$ cat src/hdl/sths_pkg.sv
package sths_pkg;

  localparam int CAPACITY    = 16;
  localparam int MAX_RESULTS = 2 * CAPACITY + 1;
  localparam int IDX_W       = $clog2(CAPACITY);
  localparam int CNT_W       = $clog2(CAPACITY + 1);
  localparam int RES_W       = $clog2(MAX_RESULTS + 1);

  localparam int VAL_W  = 32;
  localparam int POS_W  = 4;
  localparam int KIND_W = 2;

  localparam int OUT_FIELDS_W = POS_W + VAL_W + 2;
  localparam int OUT_DATA_W   = ((OUT_FIELDS_W + 7) / 8) * 8;
  localparam int OUT_PAD_W    = OUT_DATA_W - OUT_FIELDS_W;

  localparam logic [KIND_W-1:0] KIND_ELEM  = 2'd0;
  localparam logic [KIND_W-1:0] KIND_MATCH = 2'd1;
  localparam logic [KIND_W-1:0] KIND_DONE  = 2'd2;

  localparam logic FUNC_LOAD   = 1'b0;
  localparam logic FUNC_SEARCH = 1'b1;

  typedef enum logic [3:0] {
    ST_IDLE,
    ST_SRT_I,
    ST_SRT_F,
    ST_SRT_J,
    ST_SRT_W,
    ST_EM_RD,
    ST_EM_OUT,
    ST_MID_RD,
    ST_MID_CMP,
    ST_SC_RD,
    ST_SC_CMP,
    ST_DONE
  } state_t;

  typedef struct packed {
    logic [KIND_W-1:0] kind;
    logic [POS_W-1:0]  position;
    logic [VAL_W-1:0]  element;
    logic              found;
    logic              overflow;
    logic              last;
  } result_t;

  typedef struct packed {
    logic    valid;
    result_t res;
  } emit_t;

  typedef struct packed {
    logic lt;
    logic eq;
  } cmp_t;

endpackage

$ cat src/hdl/sort_then_half_split_search.sv
// channel  dir  handshake         tdata                     tuser  tlast
// in_      in   in_tvalid/tready  value                     func   -
// out_     out  out_tvalid/tready position element found    kind   last
//                                 overflow
//
// a load item causes no result and leaves the input ready for the next item
// a search over n stored items runs an exchange sort (one store read and one
// compare per pair), then emits each sorted element, probes the middle, scans
// one half entry by entry when the middle does not match, and ends with done,
// with in_tready low throughout
// rst_n clears the item count and flags; store contents are kept
// a stalled out_tready holds the sequencer on the pending item

module sort_then_half_split_search
  import sths_pkg::*;
(
  input  logic                  clk,
  input  logic                  rst_n,
  input  logic                  in_tvalid,
  output logic                  in_tready,
  input  logic [VAL_W-1:0]      in_tdata,   // value
  input  logic                  in_tuser,   // func
  output logic                  out_tvalid,
  input  logic                  out_tready,
  output logic [OUT_DATA_W-1:0] out_tdata,  // position, element, found, overflow, pad
  output logic [KIND_W-1:0]     out_tuser,  // kind
  output logic                  out_tlast
);

  logic             room;
  emit_t            emit;
  logic             ram_we;
  logic [IDX_W-1:0] ram_waddr;
  logic [VAL_W-1:0] ram_wdata;
  logic [IDX_W-1:0] ram_raddr;
  logic [VAL_W-1:0] ram_rdata;
  logic [VAL_W-1:0] cmp_a;
  cmp_t             cmp;

  logic             out_valid_r;
  result_t          out_res_r;

  sths_seq u_seq (
    .clk       (clk),
    .rst_n     (rst_n),
    .in_valid  (in_tvalid),
    .in_func   (in_tuser),
    .in_value  (in_tdata),
    .in_ready  (in_tready),
    .room      (room),
    .emit      (emit),
    .ram_we    (ram_we),
    .ram_waddr (ram_waddr),
    .ram_wdata (ram_wdata),
    .ram_raddr (ram_raddr),
    .ram_rdata (ram_rdata),
    .cmp_a     (cmp_a),
    .cmp       (cmp)
  );

  sths_ram #(
    .WIDTH (VAL_W),
    .DEPTH (CAPACITY)
  ) u_store (
    .clk   (clk),
    .we    (ram_we),
    .waddr (ram_waddr),
    .wdata (ram_wdata),
    .raddr (ram_raddr),
    .rdata (ram_rdata)
  );

  sths_cmp u_cmp (
    .a   (cmp_a),
    .b   (ram_rdata),
    .res (cmp)
  );

  // output register
  assign room = !out_valid_r || out_tready;

  always_ff @(posedge clk) begin
    if (!rst_n) begin
      out_valid_r <= 1'b0;
    end else if (room) begin
      out_valid_r <= emit.valid;
    end
  end

  always_ff @(posedge clk) begin
    if (room && emit.valid) begin
      out_res_r <= emit.res;
    end
  end

  assign out_tvalid = out_valid_r;
  assign out_tuser  = out_res_r.kind;
  assign out_tlast  = out_res_r.last;
  assign out_tdata  = {{OUT_PAD_W{1'b0}}, out_res_r.overflow, out_res_r.found,
                       out_res_r.element, out_res_r.position};

endmodule

$ cat src/hdl/sths_ram.sv
module sths_ram #(
  parameter int WIDTH = 32,
  parameter int DEPTH = 16,
  localparam int AW = (DEPTH > 1) ? $clog2(DEPTH) : 1
) (
  input  logic             clk,
  input  logic             we,
  input  logic [AW-1:0]    waddr,
  input  logic [WIDTH-1:0] wdata,
  input  logic [AW-1:0]    raddr,
  output logic [WIDTH-1:0] rdata
);

  logic [WIDTH-1:0] mem_r [DEPTH];
  logic [WIDTH-1:0] rdata_r;

  always_ff @(posedge clk) begin
    if (we) begin
      mem_r[waddr] <= wdata;
    end
    rdata_r <= mem_r[raddr];
  end

  assign rdata = rdata_r;

endmodule

$ cat src/hdl/sths_cmp.sv
module sths_cmp
  import sths_pkg::*;
(
  input  logic [VAL_W-1:0] a,
  input  logic [VAL_W-1:0] b,
  output cmp_t             res
);

  // signed q16.16 compare
  always_comb begin
    res.lt = $signed(a) < $signed(b);
    res.eq = (a == b);
  end

endmodule

$ cat src/hdl/sths_seq.sv
module sths_seq
  import sths_pkg::*;
(
  input  logic             clk,
  input  logic             rst_n,
  input  logic             in_valid,
  input  logic             in_func,
  input  logic [VAL_W-1:0] in_value,
  output logic             in_ready,
  input  logic             room,
  output emit_t            emit,
  output logic             ram_we,
  output logic [IDX_W-1:0] ram_waddr,
  output logic [VAL_W-1:0] ram_wdata,
  output logic [IDX_W-1:0] ram_raddr,
  input  logic [VAL_W-1:0] ram_rdata,
  output logic [VAL_W-1:0] cmp_a,
  input  cmp_t             cmp
);

  state_t           state_r, state_nxt;
  logic [CNT_W-1:0] cnt_r, cnt_nxt;
  logic             drop_r, drop_nxt;
  logic [VAL_W-1:0] key_r, key_nxt;
  logic [VAL_W-1:0] cur_r, cur_nxt;
  logic [CNT_W-1:0] i_r, i_nxt;
  logic [CNT_W-1:0] j_r, j_nxt;
  logic [CNT_W-1:0] hi_r, hi_nxt;
  logic             found_r, found_nxt;
  logic [RES_W-1:0] nres_r, nres_nxt;

  logic [CNT_W-1:0] j_inc;
  logic [CNT_W-1:0] i_inc;
  logic [CNT_W-1:0] mid;
  logic             can_emit;
  logic             go;

  assign j_inc    = j_r + 1'b1;
  assign i_inc    = i_r + 1'b1;
  assign mid      = cnt_r >> 1;
  assign can_emit = nres_r < RES_W'(MAX_RESULTS - 1);
  // a result that no longer fits is skipped and needs no room
  assign go       = room || !can_emit;

  // next state
  always_comb begin
    state_nxt = state_r;
    case (state_r)
      ST_IDLE: begin
        if (in_valid && in_func == FUNC_SEARCH) begin
          state_nxt = (cnt_r == '0) ? ST_DONE : ST_SRT_I;
        end
      end
      ST_SRT_I: state_nxt = ST_SRT_F;
      ST_SRT_F: state_nxt = ST_SRT_J;
      ST_SRT_J: begin
        if (j_inc == cnt_r) begin
          state_nxt = ST_SRT_W;
        end
      end
      ST_SRT_W: state_nxt = (i_inc == cnt_r) ? ST_EM_RD : ST_SRT_I;
      ST_EM_RD: state_nxt = ST_EM_OUT;
      ST_EM_OUT: begin
        if (go) begin
          state_nxt = (j_inc == cnt_r) ? ST_MID_RD : ST_EM_RD;
        end
      end
      ST_MID_RD: state_nxt = ST_MID_CMP;
      ST_MID_CMP: begin
        if (cmp.eq) begin
          if (go) begin
            state_nxt = ST_DONE;
          end
        end else begin
          state_nxt = ST_SC_RD;
        end
      end
      ST_SC_RD: state_nxt = (j_r == hi_r) ? ST_DONE : ST_SC_CMP;
      ST_SC_CMP: begin
        if (!cmp.eq || go) begin
          state_nxt = ST_SC_RD;
        end
      end
      ST_DONE: begin
        if (room) begin
          state_nxt = ST_IDLE;
        end
      end
      default: state_nxt = ST_IDLE;
    endcase
  end

  // datapath and outputs
  always_comb begin
    cnt_nxt   = cnt_r;
    drop_nxt  = drop_r;
    key_nxt   = key_r;
    cur_nxt   = cur_r;
    i_nxt     = i_r;
    j_nxt     = j_r;
    hi_nxt    = hi_r;
    found_nxt = found_r;
    nres_nxt  = nres_r;
    in_ready  = 1'b0;
    ram_we    = 1'b0;
    ram_waddr = i_r[IDX_W-1:0];
    ram_wdata = cur_r;
    ram_raddr = j_r[IDX_W-1:0];
    cmp_a     = key_r;
    emit      = '0;
    case (state_r)
      ST_IDLE: begin
        in_ready = 1'b1;
        if (in_valid) begin
          if (in_func == FUNC_SEARCH) begin
            key_nxt   = in_value;
            i_nxt     = '0;
            j_nxt     = '0;
            found_nxt = 1'b0;
            nres_nxt  = '0;
          end else if (cnt_r < CNT_W'(CAPACITY)) begin
            ram_we    = 1'b1;
            ram_waddr = cnt_r[IDX_W-1:0];
            ram_wdata = in_value;
            cnt_nxt   = cnt_r + 1'b1;
          end else begin
            drop_nxt = 1'b1;
          end
        end
      end
      ST_SRT_I: begin
        ram_raddr = i_r[IDX_W-1:0];
        j_nxt     = '0;
      end
      ST_SRT_F: begin
        cur_nxt = ram_rdata;
      end
      ST_SRT_J: begin
        // entry i lives in cur_r for the whole inner pass
        cmp_a     = cur_r;
        ram_raddr = j_inc[IDX_W-1:0];
        if (j_r != i_r && cmp.lt) begin
          ram_we    = 1'b1;
          ram_waddr = j_r[IDX_W-1:0];
          ram_wdata = cur_r;
          cur_nxt   = ram_rdata;
        end
        j_nxt = j_inc;
      end
      ST_SRT_W: begin
        ram_we = 1'b1;
        i_nxt  = i_inc;
        j_nxt  = '0;
      end
      ST_EM_RD: begin
      end
      ST_EM_OUT: begin
        emit.valid        = can_emit;
        emit.res.kind     = KIND_ELEM;
        emit.res.position = POS_W'(j_r);
        emit.res.element  = ram_rdata;
        if (go) begin
          j_nxt = j_inc;
          if (can_emit) begin
            nres_nxt = nres_r + 1'b1;
          end
        end
      end
      ST_MID_RD: begin
        ram_raddr = mid[IDX_W-1:0];
      end
      ST_MID_CMP: begin
        ram_raddr = mid[IDX_W-1:0];
        if (cmp.eq) begin
          found_nxt         = 1'b1;
          emit.valid        = can_emit;
          emit.res.kind     = KIND_MATCH;
          emit.res.position = POS_W'(mid);
          emit.res.element  = key_r;
          if (go && can_emit) begin
            nres_nxt = nres_r + 1'b1;
          end
        end else if (cmp.lt) begin
          j_nxt  = '0;
          hi_nxt = mid;
        end else begin
          j_nxt  = mid;
          hi_nxt = cnt_r;
        end
      end
      ST_SC_RD: begin
      end
      ST_SC_CMP: begin
        if (cmp.eq) begin
          found_nxt         = 1'b1;
          emit.valid        = can_emit;
          emit.res.kind     = KIND_MATCH;
          emit.res.position = POS_W'(j_r);
          emit.res.element  = key_r;
          if (go) begin
            j_nxt = j_inc;
            if (can_emit) begin
              nres_nxt = nres_r + 1'b1;
            end
          end
        end else begin
          j_nxt = j_inc;
        end
      end
      ST_DONE: begin
        emit.valid        = 1'b1;
        emit.res.kind     = KIND_DONE;
        emit.res.found    = found_r;
        emit.res.overflow = drop_r;
        emit.res.last     = 1'b1;
        if (room) begin
          cnt_nxt  = '0;
          drop_nxt = 1'b0;
        end
      end
      default: begin
      end
    endcase
  end

  always_ff @(posedge clk) begin
    if (!rst_n) begin
      state_r <= ST_IDLE;
      cnt_r   <= '0;
      drop_r  <= 1'b0;
      found_r <= 1'b0;
      nres_r  <= '0;
    end else begin
      state_r <= state_nxt;
      cnt_r   <= cnt_nxt;
      drop_r  <= drop_nxt;
      found_r <= found_nxt;
      nres_r  <= nres_nxt;
    end
  end

  always_ff @(posedge clk) begin
    key_r <= key_nxt;
    cur_r <= cur_nxt;
    i_r   <= i_nxt;
    j_r   <= j_nxt;
    hi_r  <= hi_nxt;
  end

endmodule

$ cat config.mk
export PLATFORM = sky130hd
export DESIGN_NAME = sort_then_half_split_search
export DESIGN_NICKNAME = d
export VERILOG_FILES = /design/src/hdl/sths_pkg.sv /design/src/hdl/sort_then_half_split_search.sv /design/src/hdl/sths_ram.sv /design/src/hdl/sths_cmp.sv /design/src/hdl/sths_seq.sv
export SDC_FILE = /design/constraint.sdc
export NUM_CORES = 1
export LEC_CHECK = 0
export ABC_AREA = 0
export BUFFER_PORTS_ARGS = -buffer_cell sky130_fd_sc_hd__buf_2
export CORE_MARGIN = 2
export CORE_UTILIZATION = 40
export CTS_CLUSTER_SIZE = 30
export DETAILED_ROUTE_END_ITERATION = 8
export RECOVER_POWER = 100
export SLEW_MARGIN = 5
export SYNTH_ARGS = -nofsm -noshare
export SYNTH_HDL_FRONTEND = slang
export SYNTH_SLANG_ARGS = --single-unit
$ cat constraint.sdc
create_clock -name clk -period 12.35 [get_ports clk]
set_input_delay 0.6175 -clock clk [delete_from_list [all_inputs] [get_ports clk]]
set_output_delay 0.6175 -clock clk [all_outputs]
set_load 0.1 [all_outputs]
Yosys cells after proc, flatten, opt, wreduce, memory -nomap -nowiden --
Memory sizes are Yosys's and may differ from the RTL's. A register that Yosys moved wholly into a read port is not among the register bits. Cells that the tools add are included.
Operators by class: reduce and logical (&&, ||, !) cells 31, shift operators 0, add/subtract/negate cells 4, div/mod/pow operators 0, equal/unequal tests 33, $lt $le $gt $ge 3, bitwise operators 1, multipliers 0, multiplexer cells 69
Operator list (count):
- 32-bit 2-to-1 mux | 6
- 36-bit one-hot mux with 3 select lines | 1
- 39-bit 2-to-1 mux | 2
- 32-bit one-hot mux with 2 select lines | 1
- 4-bit 2-to-1 mux | 14
- 4-bit one-hot mux with 12 select lines | 1
- 5-bit 2-to-1 mux | 9
- 6-bit 2-to-1 mux | 7
- 32-bit == test | 1
- 32-bit less-than comparator | 1
- 5-bit one-hot mux with 6 select lines | 1
- 6-bit one-hot mux with 4 select lines | 1
- 2-bit by 1-bit inequality test with 1-bit output, second input constant | 10
- 5-bit one-hot mux with 2 select lines | 2
- 4-bit by 3-bit == test with 1-bit output, second input constant | 4
- 4-bit == test, second input constant | 4
- 1-bit 2-to-1 mux | 16
- 5-bit by 1-bit adder with 5-bit output, second input constant | 3
- 5-bit == test | 3
- 2-bit inequality test, second input constant | 6
- 3-bit one-hot mux with 4 select lines | 1
- 4-bit one-hot mux with 3 select lines | 1
- 6-bit AND reduction | 2
- 5-bit AND reduction | 2
- 25 further kinds | 42
Word-level totals: input bits 37, memory bits (read-only) 0, word-level logic and storage cells 160, bits in registers 138, output and inout port bits 45, bits in latches 0, bits in writable memories 512, memories 1
Memories:
- u_store.mem_r | depth 16, width 32, rd ports 1, clocked after memory_dff 1, write ports 1, RTL line sths_ram.sv:14 | logic [WIDTH-1:0] mem_r [DEPTH];

Longest topological paths before layout --
depth after elaboration 8, depth in mapped cells 17, gate-level depth less buffers 12

Modules after synthesis --
A second synthesis with hierarchy kept.
Unflattened totals: cell total of the unflattened synthesis 1543, area, all modules 27518.9 um^2
By module, submodules not included:
- sths_ram | times used 1, area each 19835.3 um^2, cells an instance 838, seq. area each 16015.4 um^2
- sths_seq | times used 1, area each 5555.3 um^2, cells an instance 543, seq. area each 2712.6 um^2
- sort_then_half_split_search | times used 1, area each 1307.5 um^2, cells an instance 49, seq. area each 1251.2 um^2
- sths_cmp | times used 1, area each 820.8 um^2, cells an instance 113, seq. area each 0.0 um^2

Least setup slack after synthesis --
OpenSTA, ideal clock, no wires.
kind reg-to-reg, from register u_seq.state_r[3], to memory u_store.mem_r[10][0] (enable), cell stages (with the launch flop) 18, arrival time 6.494 ns, period minus slack after synthesis 6.961 ns, path buffers 5, required time 11.882 ns, library setup time 0.468 ns, setup slack 5.389 ns, cells stage by stage dfxtp_1 > buf_2 > nand2b_1 > buf_2 > nor2_1 > clkbuf_1 > buf_1 > mux2_2 > ha_1 > nand4_1 > nor3_1 > a21boi_0 > or4_4 > and4b_4 > or2_1 > a221o_1 > buf_6 > nor3b_1
On the way: longest elaborated chain between the ends 8, elaborated cells on any way between the ends 12, those cells by class 1 x order compare; 2 x eq/ne; 7 x mux; 2 x reduce/logical
Ends and longest elaborated chain:
- start: declaration | RTL line sths_seq.sv:21 | state_t state_r, state_nxt;
- start signal: assignment | RTL line sths_seq.sv:234 | state_r <= state_nxt;
- 4-bit by 2-bit == test with 1-bit output | RTL line sths_seq.sv:111 | case (state_r)
- 32-bit 2-to-1 mux | RTL line sths_seq.sv:111
- 32-bit less-than comparator | RTL line sths_cmp.sv:11 | res.lt = $signed(a) < $signed(b);
- 1-bit logical AND | RTL line sths_seq.sv:142 | if (j_r != i_r && cmp.lt) begin
- 1-bit 2-to-1 mux | RTL line sths_seq.sv:142
- 1-bit one-hot mux with 3 select lines | RTL line sths_seq.sv:111
- 1-bit 2-to-1 mux | RTL line sths_ram.sv:18 | if (we) begin
- 1-bit 2-to-1 mux (implied by the code) | RTL line sths_ram.sv:19 | mem_r[waddr] <= wdata;
- end: declaration | RTL line sths_ram.sv:14
Several ways; a longest one is shown, not always the timed one.

Worst setup path after layout --
from register u_seq.state_r[1], to memory u_store.mem_r[3][8] (enable)
Same word-level chain as after synthesis.

==> metrics.md <==
| Metric | Value |
|---|---|
| Clk_skew | `0.0192 ns` |
| Postcts setup bufs | `0` |
| Worst setup SP type | `flop` |
| Rel. slew slack | `-180%` |
| Cell taking the most area after synthesis | `edfxtp_1` |
| CP Capture Type | `flop` |
| Netlist area before placement | `around 28000 µm²` |
| Mean Syn Cell Area | `roughly 15 µm²` |
| Post-Place Setup Slack | `5.57 ns` |
| Number of global-route vias before repair | `16400` |
| Routed vias | `16300` |
| CTS tree | `built` |
| Final setup fails | `0` |
| Detailed placement HPWL | `40000 µm` |
| Number of instances in the placed design | `approximately 2800` |
| Max Cap Viol | `22` |
| Clk buf depth | `3` |
| Fin crit period | `9.21 ns` |
| VDD IR max | `0.000308 V` |
| DR iter-0 viols | `1285` |
| Register bit total from synthesis | `681` |
| Starting density of the core | `40.5%` |
| Final Hold Fails | `0` |
| Final WS setup | `3.14 ns` |
| Hold Path Class | `input port to flop` |
| Tot GR Track Use | `about 18%` |
| Fmax achieved | `109 MHz` |
| WS Path Type | `flop to flop` |
| Crit path required time | `12.52 ns` |
| Crit-path cells | `nand2b_1 > nor2_1 > clkbuf_1 > mux2_2 > ha_1 > a21o_1 > a31oi_1 > o211ai_1 > or4_1 > and4b_4 > or2_0 > a221o_1 > nor3_1 > clkbuf_1` |
| Die Y | `271 µm` |
| Most used cell, CP | `clkbuf_1` |
| # rows | `97` |
| IO Pins | `82` |
| Crit-path max FO | `36` |
| Global route overflow | `0` |
| Wire per inst | `22.9 µm` |
| Synth async-reset ratio | `0%` |
| P per Cell Area | `266 nW/µm²` |
| N_diodes | `0` |
| Num CTS Buffers | `72` |
| Initial antenna violation count | `1` |
| Clk_lat worst skew | `between 0.6 and 0.7 ns` |
| Status | `complete, but fails checks` |
| Largest net degree at the start of global routing | `~170` |
| Clock Pin Slew Worst Setup and Hold Paths | `0.06 ns` |
| Final #Nets | `between 2000 and 2500` |
| Wirelength, routed | `68000 µm` |
| Root Buffer | `clkbuf_16` |
| Worst Tran Pin Value | `4.20 ns` |
| Crit-path slowest cell | `clkbuf_1` |
| Synth area leaders | `edfxtp_1 67%, mux2i_1 4.8%, dfxtp_1 3.5%, nand2_1 3.4%, a211oi_1 2.7%` |
| Tcrit/Tclk final | `~75%` |
| FILL cells | `between 6000 and 7000` |
| Yosys warns | `0` |
| Hold_buf cts | `0` |
| Post-route ant nets | `0` |
| DIE AREA | `73300 µm²` |
| Slew Limit Fails | `766` |
| Register area share after synthesis | `70.1%` |
| Port Buffers | `79` |
| DRC | `0` |
| Post-CTS sizing | `0` |
| RSZ-0062 raised after global routing | `false` |
| Post-Syn Instances | `1905` |
| EDFF count, synth | `approximately 630` |
| Fin cells | `roughly 3000` |
| Fraction of layout cells with a size suffix above 1 | `10.0%` |
| Slowest stage delay, CP | `roughly 2 ns` |
| Syn-to-layout area delta | `12.2%` |
| First-pass GRT wire length | `101000 µm` |
| Post-synthesis cell type count | `69` |
| Leak | `10.6 nW` |
| Detailed Routing Iterations Pass 1 | `5` |
| PnR Total Power | `about 0.0085 W` |
| CP Data Arrival Time | `around 9.4 ns` |
| Violated checks | `max-capacitance violations, max-slew violations` |
| Via density | `5.49` |
| Worst hold slack | `0.203 ns` |
| GP Congestion | `0.886` |
| Core Box Area | `70300 µm²` |
| Post-synth top area share | `66.5%` |
| Primary FF master, synth | `edfxtp_1` |
| Most frequent cells after synthesis | `631 x edfxtp_1, 258 x nand2_1, 136 x mux2i_1, 101 x a211oi_1, 62 x clkbuf_1` |
| # clock sinks | `681` |
| Setup TNS | `0 ns` |
| Die width | `between 200 and 300 µm` |
| CTS H-Tree Depth | `3` |
| Count leader, synth | `edfxtp_1` |
[critical path: cells and delay by family (launching register included)]
family                   cells  cell delay [ns]
AO/OA/AOI/OAI                4             1.29
adder cells (fa/ha/maj)      1             0.30
buffers and inverters        2             3.57
flip-flops                   1             0.89
multiplexers                 1             0.45
AND/OR/NAND/NOR              6             2.22
[sequential cells by signal (all words and copies together) (netlist names), 5 cells and up]
register,flops
u_store.mem_r,512
out_tdata,38
u_seq.cur_r,32
u_seq.key_r,32
u_store.rdata,32
u_seq.nres_r,6
u_seq.cnt_r,5
u_seq.hi_r,5
u_seq.i_r,5
u_seq.j_r,5
[report_power, final]
part           internal, W  switching, W  leakage (nW)
clock              0.00132      0.000893          1.18
sequential         0.00301      0.000204          6.10
combinational      0.00108       0.00200          3.32
total              0.00541       0.00310          10.6
[worst paths after layout]
| kind | to | depth (start not counted) | slack, ns | startpoint |
|---|---|---|---|---|
| worst max-delay path | u_store.mem_r[3][8] | 14 | 3.14 | u_seq.state_r[1] |
| worst max register to register | u_store.mem_r[3][8] | 14 | 3.14 | u_seq.state_r[1] |
| worst min-delay path | u_seq.key_r[26] | 1 | 0.20 | in_tdata[26] |
| worst min register to register | u_seq.drop_r | 2 | 0.47 | u_seq.drop_r |
[area by class of cell]
type	count	area (µm²)	area share, %
Clock inverter	36	447	1.40
Timing Repair Buffer	108	459	1.44
Tap cell	940	1180	3.68
Multi-Input combinational cell	1060	7760	24.3
Clock buffer	96	2000	6.25
Sequential cell	681	19900	62.4
Inverter	44	165	0.517
[routing by layer]
metal	vias up	part of all wire, %	GRT usage (%)
met5	-	0	0
met3	113	6.1	2.87
met4	0	2.9	7.01
li1	7429	-	-
met2	526	48	29.9
met1	8201	43	25.1
[placed cells by master (no fill, tap or decap), drive strengths merged, types with 11 or more instances in the layout]
master / count
edfxtp: 631
nand2: 258
clkbuf: 189
mux2i: 136
a211oi: 101
and2: 67
a21oi: 56
dfxtp: 50
nor2: 45
inv: 44
ha: 37
a31oi: 36
a22o: 32
mux4: 32
a311oi: 32
mux2: 31
xnor2: 23
clkinv: 22
o21ai: 21
nand3: 16
buf: 15
nand4: 13
nor3: 13
nor3b: 11
xor2: 11
[kinds of logic after synthesis]
logic type      count (synthesis)  synth area share (%)
compound gates                325                  8.22
xor+xnor                       34                  1.05
fa+ha+maj                      37                  1.63
buf+inv                       165                  2.88
flops                         681                  70.1
mux                           199                  8.54
other cells                     1                0.0132
simple gates                  463                  7.61
[stage by stage]
stage | instance area (µm²) | utilization [%]
5_1_grt | 32000 | 45.5
6_report | 32000 | 45.5
3_3_place_gp | 29800 | 42.3
3_5_place_dp | 29800 | 42.3
2_1_floorplan | 28500 | -
4_1_cts | 32200 | 45.8
Power figures use the tool's default switching activity.
